### config.mk
export PLATFORM = sky130hd
export DESIGN_NAME = rational_arithmetic_unit
export DESIGN_NICKNAME = d
export VERILOG_FILES = /design/src/hdl/rau_pkg.sv /design/src/hdl/rational_arithmetic_unit.sv /design/src/hdl/rau_div.sv /design/src/hdl/rau_dp.sv /design/src/hdl/rau_ctrl.sv
export VERILOG_INCLUDE_DIRS = /design/src /design/src/hdl
export SDC_FILE = /design/constraint.sdc
export NUM_CORES = 2
export LEC_CHECK = 0
export BUFFER_PORTS_ARGS = -buffer_cell sky130_fd_sc_hd__buf_2
export CAP_MARGIN = 30
export CORE_UTILIZATION = 25
export DETAILED_ROUTE_END_ITERATION = 16
export SLEW_MARGIN = 0
export SYNTH_ARGS = -nofsm -noshare
export SYNTH_HDL_FRONTEND = slang
export SYNTH_SLANG_ARGS = --single-unit
### constraint.sdc
create_clock -name clk -period 11.3 [get_ports clk]
set_input_delay 0 -clock clk [delete_from_list [all_inputs] [get_ports clk]]
set_output_delay 0 -clock clk [all_outputs]
set_load 0.01 [all_outputs]
### src/hdl/assert_macros.svh
// Assertion macros used by rau_ctrl. Each check samples on the rising edge of clk
// and is disabled while rst_n is low.
`ifndef ASSERT_MACROS_SVH
`define ASSERT_MACROS_SVH

`ifndef NO_ASSERTIONS

`define RAU_ASSERT_IMP(lbl, ante, cons, msg) \
    lbl: assert property (@(posedge clk) disable iff (!rst_n) (ante) |-> (cons)) \
        else $error(msg);

`define RAU_ASSERT_NXT(lbl, ante, cons, msg) \
    lbl: assert property (@(posedge clk) disable iff (!rst_n) (ante) |=> (cons)) \
        else $error(msg);

`else

`define RAU_ASSERT_IMP(lbl, ante, cons, msg)

`define RAU_ASSERT_NXT(lbl, ante, cons, msg)

`endif

`endif

### src/hdl/rau_pkg.sv
package rau_pkg;

    localparam int RAU_WIDTH   = 32;
    localparam int RAU_MAX_EXP = 64;

    typedef enum logic [3:0] {
        OP_ADD    = 4'd0,
        OP_SUB    = 4'd1,
        OP_MUL    = 4'd2,
        OP_DIV    = 4'd3,
        OP_NEG    = 4'd4,
        OP_RECIP  = 4'd5,
        OP_REDUCE = 4'd6,
        OP_POW    = 4'd7,
        OP_TO_INT = 4'd8
    } op_t;

    localparam logic [1:0] ST_OK       = 2'd0;
    localparam logic [1:0] ST_ZERO_DEN = 2'd1;
    localparam logic [1:0] ST_OVERFLOW = 2'd2;

    typedef enum logic [4:0] {
        CMD_NOP,
        CMD_LOAD,
        CMD_MK_X,
        CMD_MK_Y,
        CMD_MK_R,
        CMD_NEG_X,
        CMD_NEG_Y,
        CMD_RECIP_X,
        CMD_RECIP_Y,
        CMD_RECIP_R,
        CMD_MUL_NN,
        CMD_MUL_DD,
        CMD_MUL_ND,
        CMD_MUL_DN,
        CMD_ADD,
        CMD_COPY_XR,
        CMD_COPY_RY,
        CMD_GCD_INIT,
        CMD_GCD_FIX,
        CMD_DIV_GCD,
        CMD_DIV_RN,
        CMD_DIV_RD,
        CMD_DIV_INT,
        CMD_TAKE_GCD,
        CMD_TAKE_RN,
        CMD_TAKE_RD,
        CMD_TAKE_INT
    } cmd_t;

    typedef enum logic [5:0] {
        S_IDLE,
        S_DISPATCH,
        S_MK_A,
        S_MK_B,
        S_NEG_B,
        S_RCP_B,
        S_MK_B2,
        S_NEG_A,
        S_RCP_A,
        S_MK_A2,
        S_COPY_XR,
        S_MUL_ND,
        S_MUL_DN,
        S_ADD,
        S_MUL_NN,
        S_MUL_DD,
        S_MK_R,
        S_GCD_INIT,
        S_GCD_TEST,
        S_GCD_DIV,
        S_GCD_WAIT,
        S_GCD_FIX,
        S_DIV_RN,
        S_WAIT_RN,
        S_DIV_RD,
        S_WAIT_RD,
        S_POW_TEST,
        S_PMUL_N,
        S_PMUL_D,
        S_PMK,
        S_PCOPY,
        S_RCP_R,
        S_DIV_INT,
        S_WAIT_INT,
        S_DONE
    } state_t;

    typedef struct packed {
        op_t  op;
        logic op_known;
        logic xd_zero;
        logic p_zero;
        logic cnt_zero;
        logic exp_neg;
        logic div_done;
    } dp_status_t;

endpackage

### src/hdl/rational_arithmetic_unit.sv
// One request at a time: busy rises at acceptance and stays high through the done cycle.
// Unknown operation codes go straight from dispatch to done.
// pow multiplies by the operand min(|exponent|, MAX_EXPONENT) times and, for a negative
// exponent, then takes the reciprocal; to_int divides once, reduce once per Euclid step.
// A new request is accepted the cycle after done; results cannot be held off.
// rst_n clears the controller and status flags asynchronously; no clearing pass.
module rational_arithmetic_unit #(
    parameter int WIDTH        = rau_pkg::RAU_WIDTH,
    parameter int MAX_EXPONENT = rau_pkg::RAU_MAX_EXP
) (
    input  logic               clk,
    input  logic               rst_n,
    input  logic               start,
    output logic               busy,
    input  logic [3:0]         operation,
    input  logic signed [31:0] a_num,
    input  logic signed [31:0] a_den,
    input  logic signed [31:0] b_num,
    input  logic signed [31:0] b_den,
    input  logic signed [7:0]  exponent,
    output logic               done,
    output logic signed [31:0] res_num,
    output logic [30:0]        res_den,
    output logic [1:0]         status
);
    import rau_pkg::*;

    cmd_t       cmd;
    dp_status_t dp_status;

    rau_ctrl u_ctrl (
        .clk       (clk),
        .rst_n     (rst_n),
        .start     (start),
        .dp_status (dp_status),
        .cmd       (cmd),
        .busy      (busy),
        .done      (done)
    );

    rau_dp #(
        .W       (WIDTH),
        .MAX_EXP (MAX_EXPONENT)
    ) u_dp (
        .clk       (clk),
        .rst_n     (rst_n),
        .cmd       (cmd),
        .operation (operation),
        .a_num     (a_num),
        .a_den     (a_den),
        .b_num     (b_num),
        .b_den     (b_den),
        .exponent  (exponent),
        .dp_status (dp_status),
        .res_num   (res_num),
        .res_den   (res_den),
        .status    (status)
    );

endmodule

### src/hdl/rau_div.sv
module rau_div #(
    parameter int W = rau_pkg::RAU_WIDTH
) (
    input  logic         clk,
    input  logic         rst_n,
    input  logic         start,
    input  logic [W-1:0] dividend,
    input  logic [W-1:0] divisor,
    output logic         done,
    output logic [W-1:0] quotient,
    output logic [W-1:0] remainder
);
    import rau_pkg::*;

    localparam int CW = $clog2(W + 1);

    logic [W-1:0]  quo_reg, quo_next;
    logic [W-1:0]  rem_reg, rem_next;
    logic [W-1:0]  dvs_reg, dvs_next;
    logic [CW-1:0] cnt_reg, cnt_next;
    logic          busy_reg, busy_next;
    logic          done_reg, done_next;
    logic [W:0]    shifted;
    logic [W:0]    diff;
    logic          ge;

    // Restoring division, one quotient bit per cycle.
    assign shifted = {rem_reg, quo_reg[W-1]};
    assign diff    = shifted - {1'b0, dvs_reg};
    assign ge      = shifted >= {1'b0, dvs_reg};

    always_comb
    begin
        quo_next  = quo_reg;
        rem_next  = rem_reg;
        dvs_next  = dvs_reg;
        cnt_next  = cnt_reg;
        busy_next = busy_reg;
        done_next = 1'b0;
        if (start)
        begin
            quo_next  = dividend;
            rem_next  = '0;
            dvs_next  = divisor;
            cnt_next  = CW'(W);
            busy_next = 1'b1;
        end
        else if (busy_reg)
        begin
            quo_next = {quo_reg[W-2:0], ge};
            rem_next = ge ? diff[W-1:0] : shifted[W-1:0];
            cnt_next = cnt_reg - CW'(1);
            if (cnt_reg == CW'(1))
            begin
                busy_next = 1'b0;
                done_next = 1'b1;
            end
        end
    end

    always_ff @(posedge clk or negedge rst_n)
    begin
        if (!rst_n)
        begin
            busy_reg <= 1'b0;
            done_reg <= 1'b0;
            cnt_reg  <= '0;
        end
        else
        begin
            busy_reg <= busy_next;
            done_reg <= done_next;
            cnt_reg  <= cnt_next;
        end
    end

    always_ff @(posedge clk)
    begin
        quo_reg <= quo_next;
        rem_reg <= rem_next;
        dvs_reg <= dvs_next;
    end

    assign done      = done_reg;
    assign quotient  = quo_reg;
    assign remainder = rem_reg;

endmodule

### src/hdl/rau_dp.sv
module rau_dp #(
    parameter int W       = rau_pkg::RAU_WIDTH,
    parameter int MAX_EXP = rau_pkg::RAU_MAX_EXP
) (
    input  logic                clk,
    input  logic                rst_n,
    input  rau_pkg::cmd_t       cmd,
    input  logic [3:0]          operation,
    input  logic signed [31:0]  a_num,
    input  logic signed [31:0]  a_den,
    input  logic signed [31:0]  b_num,
    input  logic signed [31:0]  b_den,
    input  logic signed [7:0]   exponent,
    output rau_pkg::dp_status_t dp_status,
    output logic signed [31:0]  res_num,
    output logic [30:0]         res_den,
    output logic [1:0]          status
);
    import rau_pkg::*;

    localparam int CW = $clog2(MAX_EXP + 1);
    localparam logic signed [W-1:0] MIN_VAL = {1'b1, {(W-1){1'b0}}};
    localparam logic signed [W-1:0] ONE_VAL = {{(W-1){1'b0}}, 1'b1};

    logic signed [W-1:0] xn_reg, xn_next, xd_reg, xd_next;
    logic signed [W-1:0] yn_reg, yn_next, yd_reg, yd_next;
    logic signed [W-1:0] rn_reg, rn_next, rd_reg, rd_next;
    logic signed [W-1:0] tn_reg, tn_next;
    logic [W-1:0]        p_reg, p_next, q_reg, q_next;
    logic [3:0]          op_reg, op_next;
    logic                ov_reg, ov_next, zd_reg, zd_next;
    logic                eneg_reg, eneg_next;
    logic [CW-1:0]       cnt_reg, cnt_next;

    logic a_num_ok, a_den_ok, b_num_ok, b_den_ok, known, use_b;
    logic signed [8:0]   e_ext;
    logic [8:0]          e_mag;
    logic [CW-1:0]       cnt_sat;

    logic signed [W-1:0] mk_n, mk_d, mk_n_out, mk_d_out;
    logic                mk_neg, mk_ov, mk_zd;
    logic signed [W-1:0] neg_in, neg_out;
    logic                neg_ov;
    logic signed [W-1:0] mul_a, mul_b, mul_res;
    logic signed [2*W-1:0] prod;
    logic                mul_ov;
    logic [W:0]          sum;
    logic                add_ov;
    logic [W-1:0]        abs_xn, abs_xd;
    logic [W-1:0]        dvd, dvs, div_quo, div_rem, neg_quo;
    logic                div_start, div_done;
    logic signed [31:0]  den_ext;

    // An input fits when its bits above the word are copies of the word's sign.
    assign a_num_ok = (&a_num[31:W-1]) | ~(|a_num[31:W-1]);
    assign a_den_ok = (&a_den[31:W-1]) | ~(|a_den[31:W-1]);
    assign b_num_ok = (&b_num[31:W-1]) | ~(|b_num[31:W-1]);
    assign b_den_ok = (&b_den[31:W-1]) | ~(|b_den[31:W-1]);
    assign known    = operation <= OP_TO_INT;
    assign use_b    = operation <= OP_DIV;

    assign e_ext   = 9'(exponent);
    assign e_mag   = e_ext[8] ? 9'(-e_ext) : 9'(e_ext);
    assign cnt_sat = (e_mag > 9'(MAX_EXP)) ? CW'(MAX_EXP) : CW'(e_mag);

    // Sign normalization of one fraction.
    always_comb
    begin
        unique case (cmd)
            CMD_MK_Y:
            begin
                mk_n = yn_reg;
                mk_d = yd_reg;
            end
            CMD_MK_R:
            begin
                mk_n = rn_reg;
                mk_d = rd_reg;
            end
            default:
            begin
                mk_n = xn_reg;
                mk_d = xd_reg;
            end
        endcase
    end

    assign mk_neg   = mk_d[W-1];
    assign mk_n_out = mk_neg ? -mk_n : mk_n;
    assign mk_d_out = mk_neg ? -mk_d : mk_d;
    assign mk_ov    = mk_neg & ((mk_n == MIN_VAL) | (mk_d == MIN_VAL));
    assign mk_zd    = mk_d == '0;

    assign neg_in  = (cmd == CMD_NEG_Y) ? yn_reg : xn_reg;
    assign neg_out = -neg_in;
    assign neg_ov  = neg_in == MIN_VAL;

    always_comb
    begin
        unique case (cmd)
            CMD_MUL_DD:
            begin
                mul_a = xd_reg;
                mul_b = yd_reg;
            end
            CMD_MUL_ND:
            begin
                mul_a = xn_reg;
                mul_b = yd_reg;
            end
            CMD_MUL_DN:
            begin
                mul_a = yn_reg;
                mul_b = xd_reg;
            end
            default:
            begin
                mul_a = xn_reg;
                mul_b = yn_reg;
            end
        endcase
    end

    assign prod    = mul_a * mul_b;
    assign mul_res = prod[W-1:0];
    assign mul_ov  = ~((&prod[2*W-1:W-1]) | ~(|prod[2*W-1:W-1]));

    assign sum    = {rn_reg[W-1], rn_reg} + {tn_reg[W-1], tn_reg};
    assign add_ov = sum[W] ^ sum[W-1];

    assign abs_xn = xn_reg[W-1] ? W'(-xn_reg) : W'(xn_reg);
    assign abs_xd = xd_reg[W-1] ? W'(-xd_reg) : W'(xd_reg);

    always_comb
    begin
        div_start = 1'b1;
        unique case (cmd)
            CMD_DIV_GCD:
            begin
                dvd = q_reg;
                dvs = p_reg;
            end
            CMD_DIV_RN:
            begin
                dvd = abs_xn;
                dvs = q_reg;
            end
            CMD_DIV_RD:
            begin
                dvd = abs_xd;
                dvs = q_reg;
            end
            CMD_DIV_INT:
            begin
                dvd = abs_xn;
                dvs = abs_xd;
            end
            default:
            begin
                dvd       = q_reg;
                dvs       = p_reg;
                div_start = 1'b0;
            end
        endcase
    end

    rau_div #(
        .W (W)
    ) u_div (
        .clk       (clk),
        .rst_n     (rst_n),
        .start     (div_start),
        .dividend  (dvd),
        .divisor   (dvs),
        .done      (div_done),
        .quotient  (div_quo),
        .remainder (div_rem)
    );

    assign neg_quo = -div_quo;

    always_comb
    begin
        xn_next   = xn_reg;
        xd_next   = xd_reg;
        yn_next   = yn_reg;
        yd_next   = yd_reg;
        rn_next   = rn_reg;
        rd_next   = rd_reg;
        tn_next   = tn_reg;
        p_next    = p_reg;
        q_next    = q_reg;
        op_next   = op_reg;
        ov_next   = ov_reg;
        zd_next   = zd_reg;
        eneg_next = eneg_reg;
        cnt_next  = cnt_reg;
        unique case (cmd)
            CMD_LOAD:
            begin
                op_next   = operation;
                zd_next   = 1'b0;
                ov_next   = known & (~a_num_ok | ~a_den_ok |
                                     (use_b & (~b_num_ok | ~b_den_ok)));
                xn_next   = W'(a_num);
                xd_next   = W'(a_den);
                yn_next   = use_b ? W'(b_num) : ONE_VAL;
                yd_next   = use_b ? W'(b_den) : ONE_VAL;
                rn_next   = (operation == OP_POW) ? ONE_VAL : '0;
                rd_next   = ONE_VAL;
                eneg_next = exponent[7];
                cnt_next  = cnt_sat;
            end
            CMD_MK_X:
            begin
                xn_next = mk_n_out;
                xd_next = mk_d_out;
                ov_next = ov_reg | mk_ov;
                zd_next = zd_reg | mk_zd;
            end
            CMD_MK_Y:
            begin
                yn_next = mk_n_out;
                yd_next = mk_d_out;
                ov_next = ov_reg | mk_ov;
                zd_next = zd_reg | mk_zd;
            end
            CMD_MK_R:
            begin
                rn_next = mk_n_out;
                rd_next = mk_d_out;
                ov_next = ov_reg | mk_ov;
                zd_next = zd_reg | mk_zd;
            end
            CMD_NEG_X:
            begin
                xn_next = neg_out;
                ov_next = ov_reg | neg_ov;
            end
            CMD_NEG_Y:
            begin
                yn_next = neg_out;
                ov_next = ov_reg | neg_ov;
            end
            CMD_RECIP_X:
            begin
                xn_next = xd_reg;
                xd_next = xn_reg;
            end
            CMD_RECIP_Y:
            begin
                yn_next = yd_reg;
                yd_next = yn_reg;
            end
            CMD_RECIP_R:
            begin
                rn_next = rd_reg;
                rd_next = rn_reg;
            end
            CMD_MUL_NN, CMD_MUL_ND:
            begin
                rn_next = mul_res;
                ov_next = ov_reg | mul_ov;
            end
            CMD_MUL_DD:
            begin
                rd_next = mul_res;
                ov_next = ov_reg | mul_ov;
            end
            CMD_MUL_DN:
            begin
                tn_next = mul_res;
                ov_next = ov_reg | mul_ov;
            end
            CMD_ADD:
            begin
                rn_next = sum[W-1:0];
                ov_next = ov_reg | add_ov;
            end
            CMD_COPY_XR:
            begin
                rn_next = xn_reg;
                rd_next = xd_reg;
            end
            CMD_COPY_RY:
            begin
                yn_next  = rn_reg;
                yd_next  = rd_reg;
                cnt_next = cnt_reg - CW'(1);
            end
            CMD_GCD_INIT:
            begin
                p_next = abs_xn;
                q_next = abs_xd;
            end
            CMD_GCD_FIX:
            begin
                if (q_reg == '0)
                begin
                    q_next = W'(1);
                end
            end
            CMD_TAKE_GCD:
            begin
                q_next = p_reg;
                p_next = div_rem;
            end
            CMD_TAKE_RN:
            begin
                rn_next = xn_reg[W-1] ? neg_quo : div_quo;
            end
            CMD_TAKE_RD:
            begin
                rd_next = xd_reg[W-1] ? neg_quo : div_quo;
            end
            CMD_TAKE_INT:
            begin
                rn_next = (xn_reg[W-1] ^ xd_reg[W-1]) ? neg_quo : div_quo;
                rd_next = ONE_VAL;
            end
            default:
            begin
            end
        endcase
    end

    always_ff @(posedge clk or negedge rst_n)
    begin
        if (!rst_n)
        begin
            op_reg   <= '0;
            ov_reg   <= 1'b0;
            zd_reg   <= 1'b0;
            eneg_reg <= 1'b0;
            cnt_reg  <= '0;
        end
        else
        begin
            op_reg   <= op_next;
            ov_reg   <= ov_next;
            zd_reg   <= zd_next;
            eneg_reg <= eneg_next;
            cnt_reg  <= cnt_next;
        end
    end

    always_ff @(posedge clk)
    begin
        xn_reg <= xn_next;
        xd_reg <= xd_next;
        yn_reg <= yn_next;
        yd_reg <= yd_next;
        rn_reg <= rn_next;
        rd_reg <= rd_next;
        tn_reg <= tn_next;
        p_reg  <= p_next;
        q_reg  <= q_next;
    end

    assign dp_status.op       = op_t'(op_reg);
    assign dp_status.op_known = op_reg <= OP_TO_INT;
    assign dp_status.xd_zero  = xd_reg == '0;
    assign dp_status.p_zero   = p_reg == '0;
    assign dp_status.cnt_zero = cnt_reg == '0;
    assign dp_status.exp_neg  = eneg_reg;
    assign dp_status.div_done = div_done;

    assign den_ext = 32'(rd_reg);
    assign res_num = zd_reg ? '0 : 32'(rn_reg);
    assign res_den = zd_reg ? '0 : den_ext[30:0];
    assign status  = zd_reg ? ST_ZERO_DEN : (ov_reg ? ST_OVERFLOW : ST_OK);

endmodule

### src/hdl/rau_ctrl.sv
`include "assert_macros.svh"

module rau_ctrl (
    input  logic                clk,
    input  logic                rst_n,
    input  logic                start,
    input  rau_pkg::dp_status_t dp_status,
    output rau_pkg::cmd_t       cmd,
    output logic                busy,
    output logic                done
);
    import rau_pkg::*;

    state_t state_reg, state_next;

    always_comb
    begin
        state_next = state_reg;
        unique case (state_reg)
            S_IDLE:     if (start) state_next = S_DISPATCH;
            S_DISPATCH: state_next = dp_status.op_known ? S_MK_A : S_DONE;
            S_MK_A:
            begin
                unique case (dp_status.op)
                    OP_ADD, OP_SUB, OP_MUL, OP_DIV: state_next = S_MK_B;
                    OP_NEG:    state_next = S_NEG_A;
                    OP_RECIP:  state_next = S_RCP_A;
                    OP_REDUCE: state_next = S_GCD_INIT;
                    OP_POW:    state_next = S_POW_TEST;
                    OP_TO_INT: state_next = dp_status.xd_zero ? S_DONE : S_DIV_INT;
                    default:   state_next = S_DONE;
                endcase
            end
            S_MK_B:
            begin
                unique case (dp_status.op)
                    OP_SUB:  state_next = S_NEG_B;
                    OP_MUL:  state_next = S_MUL_NN;
                    OP_DIV:  state_next = S_RCP_B;
                    default: state_next = S_MUL_ND;
                endcase
            end
            S_NEG_B:    state_next = S_MK_B2;
            S_RCP_B:    state_next = S_MK_B2;
            S_MK_B2:    state_next = (dp_status.op == OP_DIV) ? S_MUL_NN : S_MUL_ND;
            S_NEG_A:    state_next = S_MK_A2;
            S_RCP_A:    state_next = S_MK_A2;
            S_MK_A2:    state_next = S_COPY_XR;
            S_COPY_XR:  state_next = S_DONE;
            S_MUL_ND:   state_next = S_MUL_DN;
            S_MUL_DN:   state_next = S_ADD;
            S_ADD:      state_next = S_MUL_DD;
            S_MUL_NN:   state_next = S_MUL_DD;
            S_MUL_DD:   state_next = S_MK_R;
            S_MK_R:     state_next = S_DONE;
            S_GCD_INIT: state_next = S_GCD_TEST;
            S_GCD_TEST: state_next = dp_status.p_zero ? S_GCD_FIX : S_GCD_DIV;
            S_GCD_DIV:  state_next = S_GCD_WAIT;
            S_GCD_WAIT: if (dp_status.div_done) state_next = S_GCD_TEST;
            S_GCD_FIX:  state_next = S_DIV_RN;
            S_DIV_RN:   state_next = S_WAIT_RN;
            S_WAIT_RN:  if (dp_status.div_done) state_next = S_DIV_RD;
            S_DIV_RD:   state_next = S_WAIT_RD;
            S_WAIT_RD:  if (dp_status.div_done) state_next = S_MK_R;
            S_POW_TEST:
            begin
                if (!dp_status.cnt_zero)
                begin
                    state_next = S_PMUL_N;
                end
                else
                begin
                    state_next = dp_status.exp_neg ? S_RCP_R : S_DONE;
                end
            end
            S_PMUL_N:   state_next = S_PMUL_D;
            S_PMUL_D:   state_next = S_PMK;
            S_PMK:      state_next = S_PCOPY;
            S_PCOPY:    state_next = S_POW_TEST;
            S_RCP_R:    state_next = S_MK_R;
            S_DIV_INT:  state_next = S_WAIT_INT;
            S_WAIT_INT: if (dp_status.div_done) state_next = S_DONE;
            S_DONE:     state_next = S_IDLE;
            default:    state_next = S_IDLE;
        endcase
    end

    always_comb
    begin
        cmd = CMD_NOP;
        unique case (state_reg)
            S_IDLE:     if (start) cmd = CMD_LOAD;
            S_MK_A:     cmd = CMD_MK_X;
            S_MK_A2:    cmd = CMD_MK_X;
            S_MK_B:     cmd = CMD_MK_Y;
            S_MK_B2:    cmd = CMD_MK_Y;
            S_NEG_B:    cmd = CMD_NEG_Y;
            S_RCP_B:    cmd = CMD_RECIP_Y;
            S_NEG_A:    cmd = CMD_NEG_X;
            S_RCP_A:    cmd = CMD_RECIP_X;
            S_COPY_XR:  cmd = CMD_COPY_XR;
            S_MUL_ND:   cmd = CMD_MUL_ND;
            S_MUL_DN:   cmd = CMD_MUL_DN;
            S_ADD:      cmd = CMD_ADD;
            S_MUL_NN:   cmd = CMD_MUL_NN;
            S_MUL_DD:   cmd = CMD_MUL_DD;
            S_MK_R:     cmd = CMD_MK_R;
            S_GCD_INIT: cmd = CMD_GCD_INIT;
            S_GCD_DIV:  cmd = CMD_DIV_GCD;
            S_GCD_WAIT: if (dp_status.div_done) cmd = CMD_TAKE_GCD;
            S_GCD_FIX:  cmd = CMD_GCD_FIX;
            S_DIV_RN:   cmd = CMD_DIV_RN;
            S_WAIT_RN:  if (dp_status.div_done) cmd = CMD_TAKE_RN;
            S_DIV_RD:   cmd = CMD_DIV_RD;
            S_WAIT_RD:  if (dp_status.div_done) cmd = CMD_TAKE_RD;
            S_PMUL_N:   cmd = CMD_MUL_NN;
            S_PMUL_D:   cmd = CMD_MUL_DD;
            S_PMK:      cmd = CMD_MK_R;
            S_PCOPY:    cmd = CMD_COPY_RY;
            S_RCP_R:    cmd = CMD_RECIP_R;
            S_DIV_INT:  cmd = CMD_DIV_INT;
            S_WAIT_INT: if (dp_status.div_done) cmd = CMD_TAKE_INT;
            default:    cmd = CMD_NOP;
        endcase
    end

    always_ff @(posedge clk or negedge rst_n)
    begin
        if (!rst_n)
        begin
            state_reg <= S_IDLE;
        end
        else
        begin
            state_reg <= state_next;
        end
    end

    assign busy = state_reg != S_IDLE;
    assign done = state_reg == S_DONE;

    `RAU_ASSERT_NXT(a_accept_busy, start && !busy, busy, "accepted request did not raise busy")
    `RAU_ASSERT_NXT(a_done_single, done, !done, "result strobe held longer than one cycle")
    `RAU_ASSERT_IMP(a_take_on_done, cmd == CMD_TAKE_GCD || cmd == CMD_TAKE_RN || cmd == CMD_TAKE_RD || cmd == CMD_TAKE_INT, dp_status.div_done, "divider result taken before done")

endmodule

==> Word level (Yosys, flattened, before mapping) <==
Cells that the tools add are included.
{ "op_classes": {"eq_ne": 79, "bitwise_logic": 12, "order_cmp": 4, "muxes": 67, "add_sub_neg": 11, "mul": 1, "reduce_logical": 44} }
{ "ops": {"columns": ["cell", "n"], "rows": [
  ["$mux W32", 15],
  ["$pmux W32 S2", 7],
  ["$pmux W32 S4", 2],
  ["$pmux W32 S8", 1],
  ["$neg A32 Y32", 6],
  ["$pmux W32 S3", 2],
  ["$pmux W32 S6", 1],
  ["$pmux W6 S29", 1],
  ["$pmux W32 S5", 1],
  ["$pmux W5 S26", 1],
  ["$logic_not A32 Y1", 4],
  ["$eq A32 B32 Y1 const B", 3],
  ["$eq A6 B5 Y1 const B", 16],
  ["$mul A32 B32 Y64", 1],
  ["$mux W6", 10],
  ["$eq A5 B5 Y1 const B", 11],
  ["$eq A6 B4 Y1 const B", 8],
  ["$eq A5 B4 Y1 const B", 8],
  ["$pmux W6 S6", 1],
  ["$add A32 B32 Y33", 1],
  ["$ge A33 B32 Y1", 1],
  ["$reduce_and A33 Y1", 1],
  ["$reduce_or A33 Y1", 1],
  ["$reduce_or A2 Y1", 16],
  ["other kinds (48)", 99]
]} }
{ "totals": {"input_bits": 143, "register_bits": 412, "word_cells": 239} }

==> Depth between registers and ports, before layout <==
{ "depth": {"word_depth": 13, "depth_mapped": 43, "ltp_nobuf": 37} }

==> Cells and area by module <==
A second synthesis with hierarchy kept.
{ "unflattened": {"hier_cells": 7685, "hier_area_um2": 68398.1} }
{ "modules_own_cells": {"columns": ["mod", "cells_per_inst", "n_inst", "area_per_inst_um2"], "rows": [
  ["rau_dp", 6858, 1, 60678.2],
  ["rau_div", 624, 1, 6318.6],
  ["rau_ctrl", 203, 1, 1401.3]
]} }

==> Worst setup path after synthesis <==
No wires, ideal clock.
{ "synth_timing": {"path_kind": "flip-flop to flip-flop", "startpoint": "reg u_ctrl.state_reg[1]", "endpoint": "reg u_dp.ov_reg", "arrival_time_ns": 10.737, "stages_incl_launch_ff": 35, "slack_ns": 0.441, "synth_period_minus_slack_ns": 10.859, "cell_sequence": "dfrtp_1 buf_2 or2_2 clkbuf_1 nor3_1 clkbuf_1 buf_1 a221o_1 clkbuf_1 nand2_1 fa_1 fa_1 inv_1 fa_1 fa_1 inv_1 fa_1 fa_1 fa_1 fa_1 inv_1 ha_1 clkbuf_1 a21oi_1 o21ai_0 a311oi_1 nor3b_1 a22oi_1 a41oi_1 or4b_2 nand4_1 nand3_1 nor4_1 a2bb2oi_1 nand2_1"} }
{ "synth_via": {"elab_chain_len": 13} }
{ "synth_lines": {"columns": ["element", "line_no", "text"], "rows": [
  ["from (decl)", "rau_ctrl.sv:14", "state_t state_reg, state_next;"],
  ["from (signal assigned)", "rau_ctrl.sv:135", "state_reg <= state_next;"],
  ["$eq A6 B5 Y1 (tied with other cells)", "rau_ctrl.sv:91", "unique case (state_reg)"],
  ["$reduce_or A2 Y1 (no source line)", null, null],
  ["$pmux W5 S26 *", "rau_ctrl.sv:91", null],
  ["$eq A5 B4 Y1", "rau_dp.sv:100, rau_dp.sv:198", null],
  ["$reduce_or A2 Y1 (no source line)", null, null],
  ["$pmux W32 S2", "rau_dp.sv:100", "unique case (cmd)"],
  ["$mul A32 B32 Y64", "rau_dp.sv:124", "assign prod = mul_a * mul_b;"],
  ["$reduce_or A33 Y1", "rau_dp.sv:126", "assign mul_ov = ~((&prod[2*W-1:W-1]) | ~(|prod[2*W-1:W-1]));"],
  ["$not A1 Y1", "rau_dp.sv:126", null],
  ["$or A1 B1 Y1", "rau_dp.sv:126", null],
  ["$not A1 Y1", "rau_dp.sv:126", null],
  ["$or A1 B1 Y1", "rau_dp.sv:263, rau_dp.sv:268, rau_dp.sv:273", null],
  ["$pmux W1 S5", "rau_dp.sv:198", "unique case (cmd)"],
  ["to (signal assigned)", "rau_dp.sv:340", "ov_reg <= ov_next;"],
  ["to (decl)", "rau_dp.sv:31", "logic ov_reg, ov_next, zd_reg, zd_next;"]
]} }
Every way passes the cells marked *; elsewhere a longest branch is shown, timed or not.
A chain may end at the register's enable or synchronous reset.

==> Final worst setup path <==
{ "layout_timing": {"startpoint": "reg u_ctrl.state_reg[5]", "endpoint": "reg u_dp.ov_reg"} }
Same word-level chain as after synthesis.

==> run summary <==
status - complete, but fails checks
failing checks - negative hold slack
Worst EP required - 11.84 ns
crit-path max FO - 32
reg2reg end - u_dp.ov_reg$_DFFE_PN0P_
initial antenna violation count - 25
Mapped Nets - 9,119
Max Slew Vio Count - 0
final hold viol count - 18
pre-CTS worst setup slack - 0.182 ns
share of cells above drive strength 1 - 0.100
Rel. slew slack - 0.264
Worst Reg2Reg Path Length in Cells - 34
WS Path Type - reg -> reg
DR DRC count - 0
crit-path most repeated cell - fa_1
cell area after synthesis - 67,700 um2
Least-Margin Pin Slew - 1.09 ns
Synth top area share - 0.320
Skew-Pair Late Insertion Delay - 0.68 ns
Worst setup SP type - flip-flop
Critical Path Max Stage Delay - 0.69 ns
antenna-violating nets left - 0
Synth cell types - 93
Seq cells post-synth - 412
drt initial violations - 8,897
port bufs - 209
final worst-path setup slack - 0.457 ns
fill count - 28,500
largest net degree at the start of global routing - 68
Die X - 523 um
post-detail-place hpwl - 264 mm
clk slew on worst S/H paths - 0.07 ns
H-tree levels - 2
Worst EP arrival - 11.38 ns
fin crit share - 0.960
Post-synth EDFFs - 352
GPL Wtd Cong - 1.04
Ports - 210
core box area - 269,000 um2
total grt overflow - 0
YS warnings - 0
Initial Utilization - 0.252
sequential-to-total area share from yosys stat - 0.176
Top FF cell, synth - edfxtp_1
drt first pass iters - 10
Tmin final - 10.84 ns
final setup vio count - 0
Mapped Cells - 7,634
RSZ-0062 raised after global routing - false
Vias/cell - 5.57
CTS buffer count - 47
vias in the first global route - 64,500
Area Overhead vs Synth - 14.6%
via count - 63,700
Worst R2R Start - u_ctrl.state_reg[5]$_DFFE_PN0P_
utilization after layout - 0.289
max cap viols - 0
Worst path slowest cell - fa_1
row cnt - 190
CTS sink count - 412
WL/cell - 28.6 um
Clock Tree Root - clkbuf_16
Peak Freq - 92.2 MHz
syn avg cell area - 8.87 um2
worst clock skew - 0.0656 ns
reg2reg setup slack - 0.46 ns
Hold Path Class - in -> async
top post-synthesis cells by area - fa_1, edfxtp_1, nand2_1
final net count - 9,331
asr flop ratio synth - 0.0680
drt total wl - 327 mm
first-pass GRT wire length - 469 mm
Clock Tree Buf Depth - 3
Hold WS - -0.0153 ns
CP endpoint kind - flip-flop
die footprint - 273,000 um2
Total Neg Setup Slack - 0 ns
leading area contributor after synthesis - fa_1
CTS tree - built
Die H - 523 um
GRT Overall Usage - 0.236
-- routing by layer --
layer  part of all wire  routed length, um  track usage  up-vias
met5            0.00094                307      0.00316        -
li1                   -                  -            -    26200
met4              0.070              22800        0.135       24
met2               0.43             140000        0.357     4177
met1               0.40             130000        0.311    32400
met3               0.10              33300       0.0490      907
-- worst max path at each step --
stage,start,endpoint,cells after the start
3_3_place_gp,u_ctrl.state_reg[4]$_DFFE_PN0P_,u_dp.ov_reg$_DFFE_PN0P_,34
4_1_cts,u_ctrl.state_reg[4]$_DFFE_PN0P_,u_dp.ov_reg$_DFFE_PN0P_,34
6_report,u_ctrl.state_reg[5]$_DFFE_PN0P_,u_dp.ov_reg$_DFFE_PN0P_,34
2_1_floorplan,u_ctrl.state_reg[1]$_DFFE_PN0P_,u_dp.ov_reg$_DFFE_PN0P_,34
3_5_place_dp,u_ctrl.state_reg[4]$_DFFE_PN0P_,u_dp.ov_reg$_DFFE_PN0P_,34
5_1_grt,u_ctrl.state_reg[5]$_DFFE_PN0P_,u_dp.ov_reg$_DFFE_PN0P_,37
-- cell type report --
| cell class | instances | area (um2) | share of cell area |
|---|---|---|---|
| Antenna cell | 11 | 27.5 | 0.000355 |
| Timing Repair Buffer | 734 | 5620 | 0.0724 |
| Tap cell | 3552 | 4440 | 0.0572 |
| Clock buffer | 55 | 1210 | 0.0155 |
| Multi-Input combinational cell | 5772 | 50700 | 0.654 |
| Inverter | 879 | 3300 | 0.0425 |
| Clock inverter | 32 | 365 | 0.00471 |
| Sequential cell | 412 | 11900 | 0.153 |
-- per-stage QoR --
| step | hold slack (ns) | instance area [um2] | instances |
|---|---|---|---|
| finish | -0.0153 | 77600 | 11400 |
| global route | 0.0623 | 77600 | 11400 |
| CTS | 0.0107 | 77500 | 11400 |
| detailed placement | 0.126 | 74500 | 11200 |
| global placement | 0.125 | 74300 | 11200 |
| floorplan | -0.296 | 67700 | 7634 |
-- cell usage after synthesis, drive strengths merged, types with 29 or more instances --
library cell and count:
fa 1084, nand2 1024, inv 876, nor2 715, clkbuf 493, o21ai 396
edfxtp 352, a21oi 320, ha 258, xnor2 197, xor2 172, a22oi 141
nor3 138, a222oi 122, o221ai 90, nor2b 86, buf 77, nand3 77
a21o 59, a221o 58, nand4 56, and2 55, o211ai 55, o21a 54
nor4 53, a221oi 48, mux2i 44, or3 43, nand2b 35, and3 34
dfxtp 32, a211oi 30, o31ai 30, a31oi 29
-- cell families after synthesis --
family          after synthesis  share of synthesized area
buf+inv                    1450                     0.0814
xor+xnor                    369                     0.0477
simple gates               2404                      0.156
flops                       412                      0.176
compound gates             1609                      0.164
mux                          48                    0.00717
fa+ha+maj                  1342                      0.368
-- placed cells by master, fill, tap and decap left out, types with 33 or more instances in the layout --
cell type / instances
o21a_1: 53
buf_4: 351
a21oi_1: 317
nand3_1: 75
a22oi_1: 141
dlygate4sd3_1: 147
edfxtp_1: 352
and3_1: 33
a221o_1: 58
inv_1: 874
nand2_1: 1019
o211ai_1: 55
nor2_1: 704
ha_1: 256
nand4_1: 56
buf_2: 212
fa_1: 1084
mux2i_1: 44
nor3_1: 122
xnor2_1: 197
nor2b_1: 86
xor2_1: 171
or3_1: 40
nor4_1: 53
o221ai_1: 89
and2_1: 50
clkbuf_16: 47
nand2b_1: 33
a21o_1: 59
o21ai_0: 390
a222oi_1: 122
-- worst max-delay path: cells and delay by family (launching register included) --
kind	cells	cell delay [ns]
adders and majority gates	9	4.66
and+or+nand+nor	11	2.70
AOI/OAI and AO/OA	6	1.78
buffers and inverters	8	1.17
DFF	1	0.37
-- what timing repair did --
action / 4_1_cts / 5_1_grt
setup endpoints to repair: 0 / 1
buffers inserted: 0 / 1
hold endpoints to repair: 169 / 0
hold buffers: 147 / 0
gates resized for setup: 0 / 10
Power is left out: the tool's default activity adds up to more than one toggle a clock period on the data nets, which glitch-free logic cannot reach.
